===== config.mk =====
export PLATFORM = sky130hd
export DESIGN_NAME = epoch_seconds_to_civil_date
export DESIGN_NICKNAME = d
export VERILOG_FILES = /design/src/rtl/edc_pkg.sv /design/src/rtl/edc_split.sv /design/src/rtl/edc_front.sv /design/src/rtl/edc_back.sv /design/src/rtl/epoch_seconds_to_civil_date.sv
export SDC_FILE = /design/constraint.sdc
export NUM_CORES = 2
export LEC_CHECK = 0
export BUFFER_PORTS_ARGS = -buffer_cell sky130_fd_sc_hd__clkbuf_2
export CAP_MARGIN = 20
export CORE_MARGIN = 5
export CORE_UTILIZATION = 35
export DETAILED_ROUTE_END_ITERATION = 10
export GPL_ROUTABILITY_DRIVEN = 1
export MAX_ROUTING_LAYER = met4
export PLACE_DENSITY_LB_ADDON = 0.15
export SETUP_SLACK_MARGIN = 0.5
export SYNTH_ARGS = -nofsm -noshare
export SYNTH_HDL_FRONTEND = slang
export SYNTH_HIERARCHICAL = 1
export SYNTH_SLANG_ARGS = --single-unit

===== constraint.sdc =====
create_clock -name clk -period 7.85 [get_ports clk]
set_clock_uncertainty 0.1 [all_clocks]
set_input_delay 0 -clock clk [delete_from_list [all_inputs] [get_ports clk]]
set_output_delay 0 -clock clk [all_outputs]
set_load 0.03 [all_outputs]

===== src/rtl/edc_pkg.sv =====
// edc_pkg: constants, shared types and the month offset table for the civil date pipeline
package edc_pkg;

	// seconds split
	localparam logic [31:0] DAY_SECONDS    = 32'd86400;
	localparam logic [31:0] DAY_RECIP      = 32'd3257812230; // floor(2^48 / 86400)
	localparam logic [16:0] HOUR_SECONDS   = 17'd3600;
	localparam logic [5:0]  HOUR_RECIP     = 6'd36;          // floor(2^17 / 3600)
	localparam logic [11:0] MINUTE_SECONDS = 12'd60;
	localparam logic [6:0]  MINUTE_RECIP   = 7'd68;          // floor(2^12 / 60)

	// weekday, 1970-01-01 was a thursday
	localparam logic [15:0] THURSDAY       = 16'd4;
	localparam logic [13:0] WEEK_RECIP     = 14'd9362;       // floor(2^16 / 7)
	localparam logic [15:0] WEEK_DAYS      = 16'd7;

	// day count to march-based eras
	localparam logic [19:0] MARCH0_TO_1970 = 20'd719468;
	localparam logic [19:0] ERA4_START     = 20'd584388;     // 4 * 146097
	localparam logic [19:0] ERA5_START     = 20'd730485;     // 5 * 146097

	localparam logic [17:0] LEAP4_DAYS     = 18'd1460;
	localparam logic [7:0]  LEAP4_RECIP    = 8'd179;         // floor(2^18 / 1460)
	localparam logic [17:0] CENT_DAYS      = 18'd36524;
	localparam logic [17:0] ERA_LAST_DAY   = 18'd146096;
	localparam logic [17:0] YEAR_DAYS      = 18'd365;
	localparam logic [9:0]  YEAR_RECIP     = 10'd718;        // floor(2^18 / 365)

	localparam logic [10:0] MONTH_SPAN     = 11'd153;
	localparam logic [3:0]  MONTH_RECIP    = 4'd13;          // floor(2^11 / 153)
	localparam logic [3:0]  MARCH_TO_JAN   = 4'd10;

	// year minus 1900 modulo 256, era 4 starts at 1600, era 5 at 2000
	localparam logic [7:0]  YEAR_BASE4     = 8'd212;
	localparam logic [7:0]  YEAR_BASE5     = 8'd100;

	typedef struct packed {
		logic [5:0] sec;
		logic [5:0] min;
		logic [4:0] hr;
		logic [2:0] wd;
	} tod_t;

	typedef struct packed {
		logic [17:0] ic;     // day within the 400-year era
		logic [17:0] numer;  // era day with leap days taken out
		logic        cyc5;   // era starting in 2000
	} date_mid_t;

	typedef struct packed {
		tod_t       tod;
		logic [4:0] mday;
		logic [3:0] mon;
		logic [7:0] year;
	} civil_t;

	// first day of each march-based month within its year
	function automatic logic [8:0] month_start(input logic [3:0] mm);
		logic [8:0] d;
		case (mm)
			4'd0:    d = 9'd0;
			4'd1:    d = 9'd31;
			4'd2:    d = 9'd61;
			4'd3:    d = 9'd92;
			4'd4:    d = 9'd122;
			4'd5:    d = 9'd153;
			4'd6:    d = 9'd184;
			4'd7:    d = 9'd214;
			4'd8:    d = 9'd245;
			4'd9:    d = 9'd275;
			4'd10:   d = 9'd306;
			4'd11:   d = 9'd337;
			default: d = 9'd0;
		endcase
		return d;
	endfunction

endpackage


===== src/rtl/edc_split.sv =====
// edc_split: three stage split of the seconds count into day count and second of day
module edc_split import edc_pkg::*; (
	input  logic        clk,
	input  logic        arst_n,
	input  logic        in_valid,
	output logic        in_ready,
	input  logic [31:0] secs,
	output logic        out_valid,
	input  logic        out_ready,
	output logic [15:0] days,
	output logic [16:0] rem
);

	logic        valid_s1, valid_s2, valid_s3;
	logic        take1, take2, take3;
	logic [31:0] t_s1;
	logic [15:0] q0_s1, q0_s2;
	logic [17:0] r0_s2;
	logic [15:0] days_s3;
	logic [16:0] rem_s3;

	logic [63:0] prod;
	logic [31:0] r0_full;

	assign take3    = !valid_s3 || out_ready;
	assign take2    = !valid_s2 || take3;
	assign take1    = !valid_s1 || take2;
	assign in_ready = take1;

	// estimate may be one short, fixed in the last stage
	assign prod    = 64'(secs) * 64'(DAY_RECIP);
	assign r0_full = t_s1 - 32'(q0_s1) * DAY_SECONDS;

	always_ff @(posedge clk or negedge arst_n) begin
		if (!arst_n) begin
			valid_s1 <= 1'b0;
			valid_s2 <= 1'b0;
			valid_s3 <= 1'b0;
		end else begin
			if (take1) valid_s1 <= in_valid;
			if (take2) valid_s2 <= valid_s1;
			if (take3) valid_s3 <= valid_s2;
		end
	end

	always_ff @(posedge clk) begin
		if (take1 && in_valid) begin
			t_s1  <= secs;
			q0_s1 <= prod[63:48];
		end
		if (take2 && valid_s1) begin
			q0_s2 <= q0_s1;
			r0_s2 <= r0_full[17:0];
		end
		if (take3 && valid_s2) begin
			if (r0_s2 >= DAY_SECONDS[17:0]) begin
				days_s3 <= q0_s2 + 16'd1;
				rem_s3  <= 17'(r0_s2 - DAY_SECONDS[17:0]);
			end else begin
				days_s3 <= q0_s2;
				rem_s3  <= r0_s2[16:0];
			end
		end
	end

	assign out_valid = valid_s3;
	assign days      = days_s3;
	assign rem       = rem_s3;

endmodule


===== src/rtl/edc_front.sv =====
// edc_front: time of day, weekday and era day count, four pipeline stages
module edc_front import edc_pkg::*; (
	input  logic        clk,
	input  logic        arst_n,
	input  logic        in_valid,
	output logic        in_ready,
	input  logic [15:0] days,
	input  logic [16:0] rem,
	output logic        out_valid,
	input  logic        out_ready,
	output tod_t        tod,
	output date_mid_t   mid
);

	logic valid_s4, valid_s5, valid_s6, valid_s7;
	logic take4, take5, take6, take7;

	// stage 4
	logic [16:0] rem_s4;
	logic [4:0]  hq0_s4;
	logic [15:0] wdx_s4;
	logic [12:0] wq0_s4;
	logic [17:0] ic_s4;
	logic        cyc5_s4;
	// stage 5
	logic [4:0]  hr_s5;
	logic [11:0] rem2_s5;
	logic [2:0]  wd_s5;
	logic [17:0] ic_s5;
	logic [6:0]  iq0_s5;
	logic [2:0]  ccent_s5;
	logic        clast_s5;
	logic        cyc5_s5;
	// stage 6
	logic [4:0]  hr_s6;
	logic [11:0] rem2_s6;
	logic [5:0]  mq0_s6;
	logic [2:0]  wd_s6;
	logic [17:0] ic_s6;
	logic [6:0]  q1460_s6;
	logic [2:0]  ccent_s6;
	logic        clast_s6;
	logic        cyc5_s6;
	// stage 7
	tod_t        tod_s7;
	date_mid_t   mid_s7;

	logic [19:0] shifted;
	logic        cyc5;
	logic [22:0] hr_prod;
	logic [15:0] wdx;
	logic [29:0] wd_prod;
	logic [16:0] hr_r;
	logic [15:0] wd_r;
	logic [25:0] iq_prod;
	logic [17:0] iq_r;
	logic [17:0] mn_prod;
	logic [11:0] mn_r;

	assign take7    = !valid_s7 || out_ready;
	assign take6    = !valid_s6 || take7;
	assign take5    = !valid_s5 || take6;
	assign take4    = !valid_s4 || take5;
	assign in_ready = take4;

	// stage 4 logic
	assign shifted = 20'(days) + MARCH0_TO_1970;
	assign cyc5    = shifted >= ERA5_START;
	assign hr_prod = 23'(rem) * 23'(HOUR_RECIP);
	assign wdx     = days + THURSDAY;
	assign wd_prod = 30'(wdx) * 30'(WEEK_RECIP);

	// stage 5 logic
	assign hr_r    = rem_s4 - 17'(hq0_s4) * HOUR_SECONDS;
	assign wd_r    = wdx_s4 - 16'(wq0_s4) * WEEK_DAYS;
	assign iq_prod = 26'(ic_s4) * 26'(LEAP4_RECIP);

	// stage 6 logic
	assign iq_r    = ic_s5 - 18'(iq0_s5) * LEAP4_DAYS;
	assign mn_prod = 18'(rem2_s5) * 18'(MINUTE_RECIP);

	// stage 7 logic
	assign mn_r    = rem2_s6 - 12'(mq0_s6) * MINUTE_SECONDS;

	always_ff @(posedge clk or negedge arst_n) begin
		if (!arst_n) begin
			valid_s4 <= 1'b0;
			valid_s5 <= 1'b0;
			valid_s6 <= 1'b0;
			valid_s7 <= 1'b0;
		end else begin
			if (take4) valid_s4 <= in_valid;
			if (take5) valid_s5 <= valid_s4;
			if (take6) valid_s6 <= valid_s5;
			if (take7) valid_s7 <= valid_s6;
		end
	end

	always_ff @(posedge clk) begin
		if (take4 && in_valid) begin
			rem_s4  <= rem;
			hq0_s4  <= hr_prod[21:17];
			wdx_s4  <= wdx;
			wq0_s4  <= wd_prod[28:16];
			cyc5_s4 <= cyc5;
			ic_s4   <= 18'(shifted - (cyc5 ? ERA5_START : ERA4_START));
		end
		if (take5 && valid_s4) begin
			if (hr_r >= HOUR_SECONDS) begin
				hr_s5   <= hq0_s4 + 5'd1;
				rem2_s5 <= 12'(hr_r - HOUR_SECONDS);
			end else begin
				hr_s5   <= hq0_s4;
				rem2_s5 <= hr_r[11:0];
			end
			wd_s5    <= (wd_r >= WEEK_DAYS) ? 3'(wd_r - WEEK_DAYS) : wd_r[2:0];
			ic_s5    <= ic_s4;
			iq0_s5   <= iq_prod[24:18];
			// whole centuries and the last day of the era
			ccent_s5 <= 3'(ic_s4 >= CENT_DAYS) + 3'(ic_s4 >= 18'(2 * CENT_DAYS))
				+ 3'(ic_s4 >= 18'(3 * CENT_DAYS)) + 3'(ic_s4 >= ERA_LAST_DAY);
			clast_s5 <= ic_s4 >= ERA_LAST_DAY;
			cyc5_s5  <= cyc5_s4;
		end
		if (take6 && valid_s5) begin
			hr_s6    <= hr_s5;
			rem2_s6  <= rem2_s5;
			mq0_s6   <= mn_prod[17:12];
			wd_s6    <= wd_s5;
			ic_s6    <= ic_s5;
			q1460_s6 <= (iq_r >= LEAP4_DAYS) ? iq0_s5 + 7'd1 : iq0_s5;
			ccent_s6 <= ccent_s5;
			clast_s6 <= clast_s5;
			cyc5_s6  <= cyc5_s5;
		end
		if (take7 && valid_s6) begin
			tod_s7.hr <= hr_s6;
			tod_s7.wd <= wd_s6;
			if (mn_r >= MINUTE_SECONDS) begin
				tod_s7.min <= mq0_s6 + 6'd1;
				tod_s7.sec <= 6'(mn_r - MINUTE_SECONDS);
			end else begin
				tod_s7.min <= mq0_s6;
				tod_s7.sec <= mn_r[5:0];
			end
			mid_s7.ic    <= ic_s6;
			mid_s7.numer <= ic_s6 - 18'(q1460_s6) + 18'(ccent_s6) - 18'(clast_s6);
			mid_s7.cyc5  <= cyc5_s6;
		end
	end

	assign out_valid = valid_s7;
	assign tod       = tod_s7;
	assign mid       = mid_s7;

endmodule


===== src/rtl/edc_back.sv =====
// edc_back: year, month and day of month from the era day count, seven pipeline stages
module edc_back import edc_pkg::*; (
	input  logic      clk,
	input  logic      arst_n,
	input  logic      in_valid,
	output logic      in_ready,
	input  tod_t      tod,
	input  date_mid_t mid,
	output logic      out_valid,
	input  logic      out_ready,
	output civil_t    civil
);

	logic valid_s8, valid_s9, valid_s10, valid_s11, valid_s12, valid_s13, valid_s14;
	logic take8, take9, take10, take11, take12, take13, take14;

	tod_t        tod_s8, tod_s9, tod_s10, tod_s11, tod_s12, tod_s13;
	logic [17:0] ic_s8, ic_s9, ic_s10;
	logic        cyc5_s8, cyc5_s9;
	logic [17:0] numer_s8;
	logic [8:0]  yq0_s8;
	logic [8:0]  y_s9;
	logic [17:0] yoff_s10;
	logic [7:0]  ybase_s10, ybase_s11, ybase_s12, ybase_s13;
	logic [8:0]  iny_s11, iny_s12, iny_s13;
	logic [10:0] mnum_s12;
	logic [3:0]  mq0_s12;
	logic [3:0]  mm_s13;
	civil_t      civil_s14;

	logic [27:0] y_prod;
	logic [17:0] y_r;
	logic [1:0]  cent;
	logic [17:0] iny_full;
	logic [10:0] mnum;
	logic [14:0] m_prod;
	logic [10:0] m_r;
	logic        jan_feb;

	assign take14   = !valid_s14 || out_ready;
	assign take13   = !valid_s13 || take14;
	assign take12   = !valid_s12 || take13;
	assign take11   = !valid_s11 || take12;
	assign take10   = !valid_s10 || take11;
	assign take9    = !valid_s9 || take10;
	assign take8    = !valid_s8 || take9;
	assign in_ready = take8;

	assign y_prod   = 28'(mid.numer) * 28'(YEAR_RECIP);
	assign y_r      = numer_s8 - 18'(yq0_s8) * YEAR_DAYS;
	assign cent     = 2'(y_s9 >= 9'd100) + 2'(y_s9 >= 9'd200) + 2'(y_s9 >= 9'd300);
	assign iny_full = ic_s10 - yoff_s10;
	assign mnum     = 11'(iny_s11) * 11'd5 + 11'd2;
	assign m_prod   = 15'(mnum) * 15'(MONTH_RECIP);
	assign m_r      = mnum_s12 - 11'(mq0_s12) * MONTH_SPAN;
	// january and february belong to the next calendar year
	assign jan_feb  = mm_s13 >= MARCH_TO_JAN;

	always_ff @(posedge clk or negedge arst_n) begin
		if (!arst_n) begin
			valid_s8  <= 1'b0;
			valid_s9  <= 1'b0;
			valid_s10 <= 1'b0;
			valid_s11 <= 1'b0;
			valid_s12 <= 1'b0;
			valid_s13 <= 1'b0;
			valid_s14 <= 1'b0;
		end else begin
			if (take8)  valid_s8  <= in_valid;
			if (take9)  valid_s9  <= valid_s8;
			if (take10) valid_s10 <= valid_s9;
			if (take11) valid_s11 <= valid_s10;
			if (take12) valid_s12 <= valid_s11;
			if (take13) valid_s13 <= valid_s12;
			if (take14) valid_s14 <= valid_s13;
		end
	end

	always_ff @(posedge clk) begin
		if (take8 && in_valid) begin
			tod_s8   <= tod;
			ic_s8    <= mid.ic;
			cyc5_s8  <= mid.cyc5;
			numer_s8 <= mid.numer;
			yq0_s8   <= y_prod[26:18];
		end
		if (take9 && valid_s8) begin
			tod_s9  <= tod_s8;
			ic_s9   <= ic_s8;
			cyc5_s9 <= cyc5_s8;
			y_s9    <= (y_r >= YEAR_DAYS) ? yq0_s8 + 9'd1 : yq0_s8;
		end
		if (take10 && valid_s9) begin
			tod_s10   <= tod_s9;
			ic_s10    <= ic_s9;
			yoff_s10  <= 18'(y_s9) * YEAR_DAYS + 18'(y_s9[8:2]) - 18'(cent);
			ybase_s10 <= y_s9[7:0] + (cyc5_s9 ? YEAR_BASE5 : YEAR_BASE4);
		end
		if (take11 && valid_s10) begin
			tod_s11   <= tod_s10;
			ybase_s11 <= ybase_s10;
			iny_s11   <= iny_full[8:0];
		end
		if (take12 && valid_s11) begin
			tod_s12   <= tod_s11;
			ybase_s12 <= ybase_s11;
			iny_s12   <= iny_s11;
			mnum_s12  <= mnum;
			mq0_s12   <= m_prod[14:11];
		end
		if (take13 && valid_s12) begin
			tod_s13   <= tod_s12;
			ybase_s13 <= ybase_s12;
			iny_s13   <= iny_s12;
			mm_s13    <= (m_r >= MONTH_SPAN) ? mq0_s12 + 4'd1 : mq0_s12;
		end
		if (take14 && valid_s13) begin
			civil_s14.tod  <= tod_s13;
			civil_s14.mday <= 5'(iny_s13 - month_start(mm_s13) + 9'd1);
			civil_s14.mon  <= jan_feb ? mm_s13 - MARCH_TO_JAN : mm_s13 + 4'd2;
			civil_s14.year <= ybase_s13 + 8'(jan_feb);
		end
	end

	assign out_valid = valid_s14;
	assign civil     = civil_s14;

endmodule


===== src/rtl/epoch_seconds_to_civil_date.sv =====
// 14 pipeline stages: edc_split s1 to s3, edc_front s4 to s7, edc_back s8 to s14
// one item per cycle while civil_stall is low, since every stage then hands its item on
// each stage holds only while its successor is full and stalled, so bubbles close up
// reset clears the stage valid bits at once; the data registers are not reset
// epoch_seconds_to_civil_date: top level, unix seconds to broken-down civil time
module epoch_seconds_to_civil_date import edc_pkg::*; (
	input  logic        clk,
	input  logic        arst_n,
	input  logic        epoch_valid,
	output logic        epoch_stall,
	input  logic [31:0] epoch_seconds,
	output logic        civil_valid,
	input  logic        civil_stall,
	output logic [5:0]  second_of_minute,
	output logic [5:0]  minute_of_hour,
	output logic [4:0]  hour_of_day,
	output logic [2:0]  weekday,
	output logic [4:0]  day_of_month,
	output logic [3:0]  month_index,
	output logic [7:0]  year_since_1900
);

	logic        split_ready, split_valid;
	logic [15:0] days;
	logic [16:0] rem;
	logic        front_ready, front_valid;
	tod_t        tod;
	date_mid_t   mid;
	logic        back_ready;
	civil_t      civil;

	edc_split u_split (
		.clk       (clk),
		.arst_n    (arst_n),
		.in_valid  (epoch_valid),
		.in_ready  (split_ready),
		.secs      (epoch_seconds),
		.out_valid (split_valid),
		.out_ready (front_ready),
		.days      (days),
		.rem       (rem)
	);

	edc_front u_front (
		.clk       (clk),
		.arst_n    (arst_n),
		.in_valid  (split_valid),
		.in_ready  (front_ready),
		.days      (days),
		.rem       (rem),
		.out_valid (front_valid),
		.out_ready (back_ready),
		.tod       (tod),
		.mid       (mid)
	);

	edc_back u_back (
		.clk       (clk),
		.arst_n    (arst_n),
		.in_valid  (front_valid),
		.in_ready  (back_ready),
		.tod       (tod),
		.mid       (mid),
		.out_valid (civil_valid),
		.out_ready (!civil_stall),
		.civil     (civil)
	);

	assign epoch_stall      = !split_ready;
	assign second_of_minute = civil.tod.sec;
	assign minute_of_hour   = civil.tod.min;
	assign hour_of_day      = civil.tod.hr;
	assign weekday          = civil.tod.wd;
	assign day_of_month     = civil.mday;
	assign month_index      = civil.mon;
	assign year_since_1900  = civil.year;

endmodule


Word level (Yosys, flattened, before mapping)
Memories as Yosys holds them, arrays and structs flattened. A register that Yosys moved wholly into a read port is not among the register bits. Cells that the tools add are included.

Register bits after elaboration: 640. Logic and storage cells: 229. Memories: 1. Memory bits (read-only): 144.

Add/sub/neg operators: 38. Order comparisons: 16. $mul: 16. Muxes and demuxes: 14. Reductions and logical operators: 44.

Memories: (name not given) (depth 16, width 9, read ports 1, clocked after Yosys merged registers in 1, write ports 0, RTL line edc_pkg.sv:60) `case (mm)`.

Operators with widths (number): 18-bit subtractor (4); 32-bit by 31-bit multiplier with 63-bit output, second input constant (1); 18-bit by 17-bit >= comparator with 1-bit output, second input constant (3); 16-bit by 13-bit multiplier with 28-bit output, second input constant (1); 18-bit by 9-bit multiplier with 26-bit output, second input constant (1); 18-bit by 8-bit multiplier with 25-bit output, second input constant (1); 12-bit two-way mux (2); 16-bit by 20-bit adder with 20-bit output, second input constant (1); 20-bit >= comparator, second input constant (1); 17-bit by 4-bit multiplier with 20-bit output, second input constant (1); 18-bit by 3-bit adder with 18-bit output (1); 18-bit by 11-bit >= comparator with 1-bit output, second input constant (1); 18-bit by 16-bit >= comparator with 1-bit output, second input constant (1); 18-bit >= comparator, second input constant (1); 18-bit by 9-bit >= comparator with 1-bit output, second input constant (1); 9-bit by 9-bit multiplier with 18-bit output, second input constant (1); 18-bit two-way mux (1); 18-bit by 1-bit subtractor with 18-bit output (1); 18-bit by 7-bit subtractor with 18-bit output (1); 17-bit by 12-bit >= comparator with 1-bit output, second input constant (1); 17-bit two-way mux (1); 17-bit subtractor (1); 17-bit subtractor, second input constant (1); 16-bit by 1-bit adder with 16-bit output, second input constant (1); other kinds (51) (98).

Depth between registers and ports, before layout
Depth in word-level cells: 16. Gate-level depth with buffers: 25. Depth with buffers taken out: 25.

Modules after synthesis
Netlist, hierarchy kept.

By module, submodules not included: edc_front (area each 20985.1 um2, times used 1, cells each 1887, sequential area each 7096.8 um2); edc_back (area each 19040.8 um2, times used 1, cells each 1440, sequential area each 9313.9 um2); edc_split (area each 18371.4 um2, times used 1, cells each 1685, sequential area each 3108.0 um2); epoch_seconds_to_civil_date (area each 7.5 um2, times used 1, cells each 2, sequential area each 0.0 um2).

Worst setup path before layout
Ideal clock, no wire load.

Path kind: input -> register. From: input epoch_seconds[12]. To: register u_split.q0_s1[9], data pin. Cell stages on the path: 23. Path buffers: 0. Arrival: 6051 ps. Path slack: 1440 ps. Data required time: 7491 ps. Cells stage by stage: fa_1 -> ha_1 -> inv_1 -> fa_1 -> inv_1 -> fa_1 -> inv_1 -> fa_1 -> inv_1 -> fa_1 -> fa_1 -> inv_1 -> fa_1 -> inv_1 -> ha_1 -> nand4_1 -> or4_4 -> or4_4 -> o41ai_2 -> a21oi_2 -> o211ai_2 -> a31oi_1 -> xnor2_1.

Word-level cells in the longest chain between the ends: 1.

Ends and longest elaborated chain: start: declaration (RTL line epoch_seconds_to_civil_date.sv:11) `input logic [31:0] epoch_seconds,`; 32-bit by 31-bit multiplier with 63-bit output (RTL line edc_split.sv:31) `assign prod = 64'(secs) * 64'(DAY_RECIP);`; net u_split.prod[57] (RTL line edc_split.sv:22) `logic [63:0] prod;`; end signal: assignment (RTL line edc_split.sv:49) `q0_s1 <= prod[63:48];`; end: declaration (RTL line edc_split.sv:17) `logic [15:0] q0_s1, q0_s2;`.

The timed path passes the listed nets, and every way through them passes these cells. A chain may end at the register's enable or synchronous reset.

Final worst setup path
Same ends and word-level chain as after synthesis.

==> results.rst <==
.. list-table::
   :header-rows: 1

   * - Metric
     - Value
   * - Critical path data arrival time
     - 7.30 ns
   * - First DRT Iteration DRCs
     - 1475
   * - Worst setup path endpoint
     - u_split/q0_s1[9]$_DFFE_PP_
   * - Number of H-tree levels
     - 3
   * - Worst-path fanout max
     - 8
   * - Post-route DRC
     - 0
   * - Number of global-route vias before repair
     - 37300
   * - Global routing usage summed across all routing layers
     - 15.4%
   * - Placer Congestion
     - 0.872
   * - Type of the worst setup path
     - primary input to register
   * - Fraction of layout instances using a drive strength above 1
     - 5.35%
   * - Unrepaired setup endpoints after global routing
     - no
   * - Area of the die
     - 174000 sq um
   * - Routed vias/inst
     - 4.71
   * - Yosys warnings
     - 6
   * - CTS buffer count
     - 78
   * - Launching point of the worst reg2reg path
     - u_front/iq0_s5[1]$_DFFE_PP_
   * - Number of antenna violations at the first check in global routing
     - 1
   * - Cells after synthesis
     - 5005
   * - Net count after synthesis
     - 6642
   * - First-pass iteration count of the detailed router
     - 7
   * - Max frequency
     - 0.143 GHz
   * - Count of input and output buffers
     - 74
   * - Horizontal die dimension
     - 418 microns
   * - Total number of vias
     - 35000
   * - Wire length of the first global-routing pass
     - 205 mm
   * - Clock period minus worst slack
     - 7.01 ns
   * - IO Pins
     - 75
   * - Initial core utilization
     - 35.2%
   * - # nets final
     - 6817
   * - R2R Path End
     - u_front/q1460_s6[2]$_DFFE_PP_
   * - Buffer count from post-CTS setup fixing
     - 0
   * - Area after detailed placement
     - 61300 sq um
   * - CTS Hold Buffers Added
     - 22
   * - Post-route standard cell area excluding fillers
     - 64100 sq um
   * - Register-to-Register Path Depth
     - 23
   * - Leftover overflow at the end of global routing
     - 0
   * - Max-capacitance violation count
     - 0
   * - Number of buffers between clock root and the deepest sink
     - 3
   * - CP startpoint kind
     - primary input
   * - Sum of negative setup slack
     - 0 ns
   * - FILL cells
     - 16100
   * - Die Span Y
     - 418 microns
   * - Core Rows
     - 149
   * - Mean routed wirelength per cell
     - 17.2 microns
   * - Detailed placement HPWL
     - 105 mm
   * - Count of final hold-check violations
     - 0
   * - Final number of max-transition violations
     - 0
   * - Max_slew headroom
     - 22.1%
   * - Relative area change from synthesis to final layout
     - 10.2%
   * - Pin count of the biggest net entering global routing
     - 71
   * - Outcome
     - finished clean
   * - Share of the cycle needed by the critical path after routing
     - 89.3%
   * - Cell total after placement
     - 7263
   * - Actual slew at the worst max-slew pin
     - 1.16 ns
   * - Reg2Reg Setup Slack
     - 1.26 ns
   * - Post-detailed-route count of antenna-violating nets
     - 0
   * - Critical path capture point type
     - register
   * - Required time of the worst setup path
     - 8.14 ns
   * - Number of standard cells in the layout, taps in and fillers out
     - 7428
   * - Source-to-sink clock delay at the later pin of the worst-skew pair
     - 0.65 ns
   * - CTS tree
     - built
   * - Overall routed net length
     - 128 mm
   * - Clock-pin slew reported for the worst setup and hold paths after clock tree synthesis
     - 0.06 ns
   * - Total of endpoints with negative setup slack in the final report
     - 0
   * - Resized Gates After CTS
     - 0
   * - Mapped Avg Cell Area
     - 11.6 sq um
   * - Std-Cell Core Area
     - 165000 sq um
   * - Kind of path behind the tightest hold check
     - primary input to register
   * - Start point of the critical path
     - epoch_seconds[12]
   * - Synth Cell Area
     - 58100 sq um
   * - Clock net sink count
     - 645
   * - Clock root buffer
     - sky130_fd_sc_hd__clkbuf_16
==> worst min path at each step <==
stage                      from                      endpoint  slack [ns]  cells past startpoint
floorplan                arst_n  u_back/out_valid$_DFFE_PN0P_       -0.40                      0
global placement         arst_n  u_back/out_valid$_DFFE_PN0P_       -0.07                      1
detailed placement       arst_n  u_back/out_valid$_DFFE_PN0P_       -0.07                      1
CTS                 epoch_valid  u_split/valid_s1$_DFFE_PN0N_        0.08                      3
global route        epoch_valid  u_split/valid_s1$_DFFE_PN0N_        0.09                      3
finish              epoch_valid  u_split/valid_s1$_DFFE_PN0N_        0.11                      3
==> state kept, by name, summed over array words and instances, names as in the netlist, 12 cells and up, named ones only <==
register and flops:
u_split/t_s1 18, u_front/mid 28, u_front/wdx_s4 16, u_back/tod_s13 20
u_front/rem_s4 17, u_back/tod_s8 20, u_front/wq0_s4 13, u_split/q0_s1 16
u_back/tod_s12 20, u_split/r0_s2 18, u_back/tod_s11 20, u_front/ic_s6 18
u_front/rem2_s5 12, u_front/tod 20, u_split/q0_s2 16, u_back/tod_s9 20
u_front/ic_s5 18, u_front/rem2_s6 12, u_back/tod_s10 20, u_split/days 16
u_back/numer_s8 18, u_front/ic_s4 18, u_back/civil 37, u_split/rem 17
==> metal layers <==
metal	routed length, microns	GRT usage, %
met5	0	-
met4	3440	4.00
met3	3870	2.46
met2	62800	26.2
met1	57700	19.0
==> area by class of cell <==
class	instances	area (sq um)	share of cell area, %
well taps	2189	2740	4.27
clock buffers	94	2030	3.17
multi-input cells	3271	34800	54.3
repair buffers	115	783	1.22
diodes	1	2.50	0.00390
clock inverters	44	437	0.681
inverters	1069	4010	6.26
flip-flops and latches	645	19200	30.0
==> worst max-delay path, cell delays in order <==
cell and delay [ns]:
sky130_fd_sc_hd__dlygate4sd3_1 0.53, sky130_fd_sc_hd__clkbuf_2 0.27, sky130_fd_sc_hd__fa_1 0.50, sky130_fd_sc_hd__ha_1 0.29, sky130_fd_sc_hd__inv_1 0.06, sky130_fd_sc_hd__fa_1 0.54, sky130_fd_sc_hd__inv_1 0.06, sky130_fd_sc_hd__fa_1 0.50
sky130_fd_sc_hd__inv_1 0.05, sky130_fd_sc_hd__fa_1 0.49, sky130_fd_sc_hd__inv_1 0.06, sky130_fd_sc_hd__fa_1 0.51, sky130_fd_sc_hd__fa_1 0.55, sky130_fd_sc_hd__inv_1 0.05, sky130_fd_sc_hd__fa_1 0.50, sky130_fd_sc_hd__inv_1 0.04
sky130_fd_sc_hd__ha_1 0.34, sky130_fd_sc_hd__nand4_1 0.12, sky130_fd_sc_hd__or4_4 0.46, sky130_fd_sc_hd__or4_4 0.49, sky130_fd_sc_hd__o41ai_2 0.24, sky130_fd_sc_hd__a21oi_2 0.15, sky130_fd_sc_hd__o211ai_2 0.23, sky130_fd_sc_hd__a31oi_1 0.12
sky130_fd_sc_hd__xnor2_1 0.14
==> placed cells by master (no fill, tap or decap), types with 11 or more instances in the layout <==
cell type	instances
sky130_fd_sc_hd__a211oi_1	17
sky130_fd_sc_hd__a21o_1	76
sky130_fd_sc_hd__a21oi_1	172
sky130_fd_sc_hd__a31oi_1	23
sky130_fd_sc_hd__and3_1	29
sky130_fd_sc_hd__buf_4	15
sky130_fd_sc_hd__clkbuf_1	15
sky130_fd_sc_hd__clkbuf_16	79
sky130_fd_sc_hd__clkbuf_2	74
sky130_fd_sc_hd__clkinv_1	13
sky130_fd_sc_hd__clkinv_2	13
sky130_fd_sc_hd__dfrtp_1	14
sky130_fd_sc_hd__dlygate4sd3_1	22
sky130_fd_sc_hd__edfxtp_1	626
sky130_fd_sc_hd__fa_1	516
sky130_fd_sc_hd__ha_1	1085
sky130_fd_sc_hd__inv_1	1068
sky130_fd_sc_hd__mux2i_1	11
sky130_fd_sc_hd__nand2_1	159
sky130_fd_sc_hd__nand2b_1	43
sky130_fd_sc_hd__nand3_1	64
sky130_fd_sc_hd__nand4_1	25
sky130_fd_sc_hd__nor2_1	151
sky130_fd_sc_hd__nor2b_1	43
sky130_fd_sc_hd__nor3_1	53
sky130_fd_sc_hd__nor4_1	11
sky130_fd_sc_hd__o211ai_1	11
sky130_fd_sc_hd__o21a_1	48
sky130_fd_sc_hd__o21ai_0	119
sky130_fd_sc_hd__o21bai_1	17
sky130_fd_sc_hd__o31ai_1	12
sky130_fd_sc_hd__or2_2	12
sky130_fd_sc_hd__or3_1	12
sky130_fd_sc_hd__xnor2_1	215
sky130_fd_sc_hd__xor2_1	104
==> metrics by stage <==
| stage | setup WS [ns] | hold WS [ns] | util (%) |
|---|---|---|---|
| floorplan | 1.44 | -0.396 | - |
| global placement | 0.805 | -0.0726 | 37.2 |
| detailed placement | 0.701 | -0.0713 | 37.2 |
| CTS | 0.877 | 0.0807 | 38.8 |
| global route | 0.603 | 0.0874 | 38.8 |
| finish | 0.841 | 0.114 | 38.8 |
Power is not shown: default switching activity piles up to over one toggle a cycle in this logic, so the estimate is an artifact.
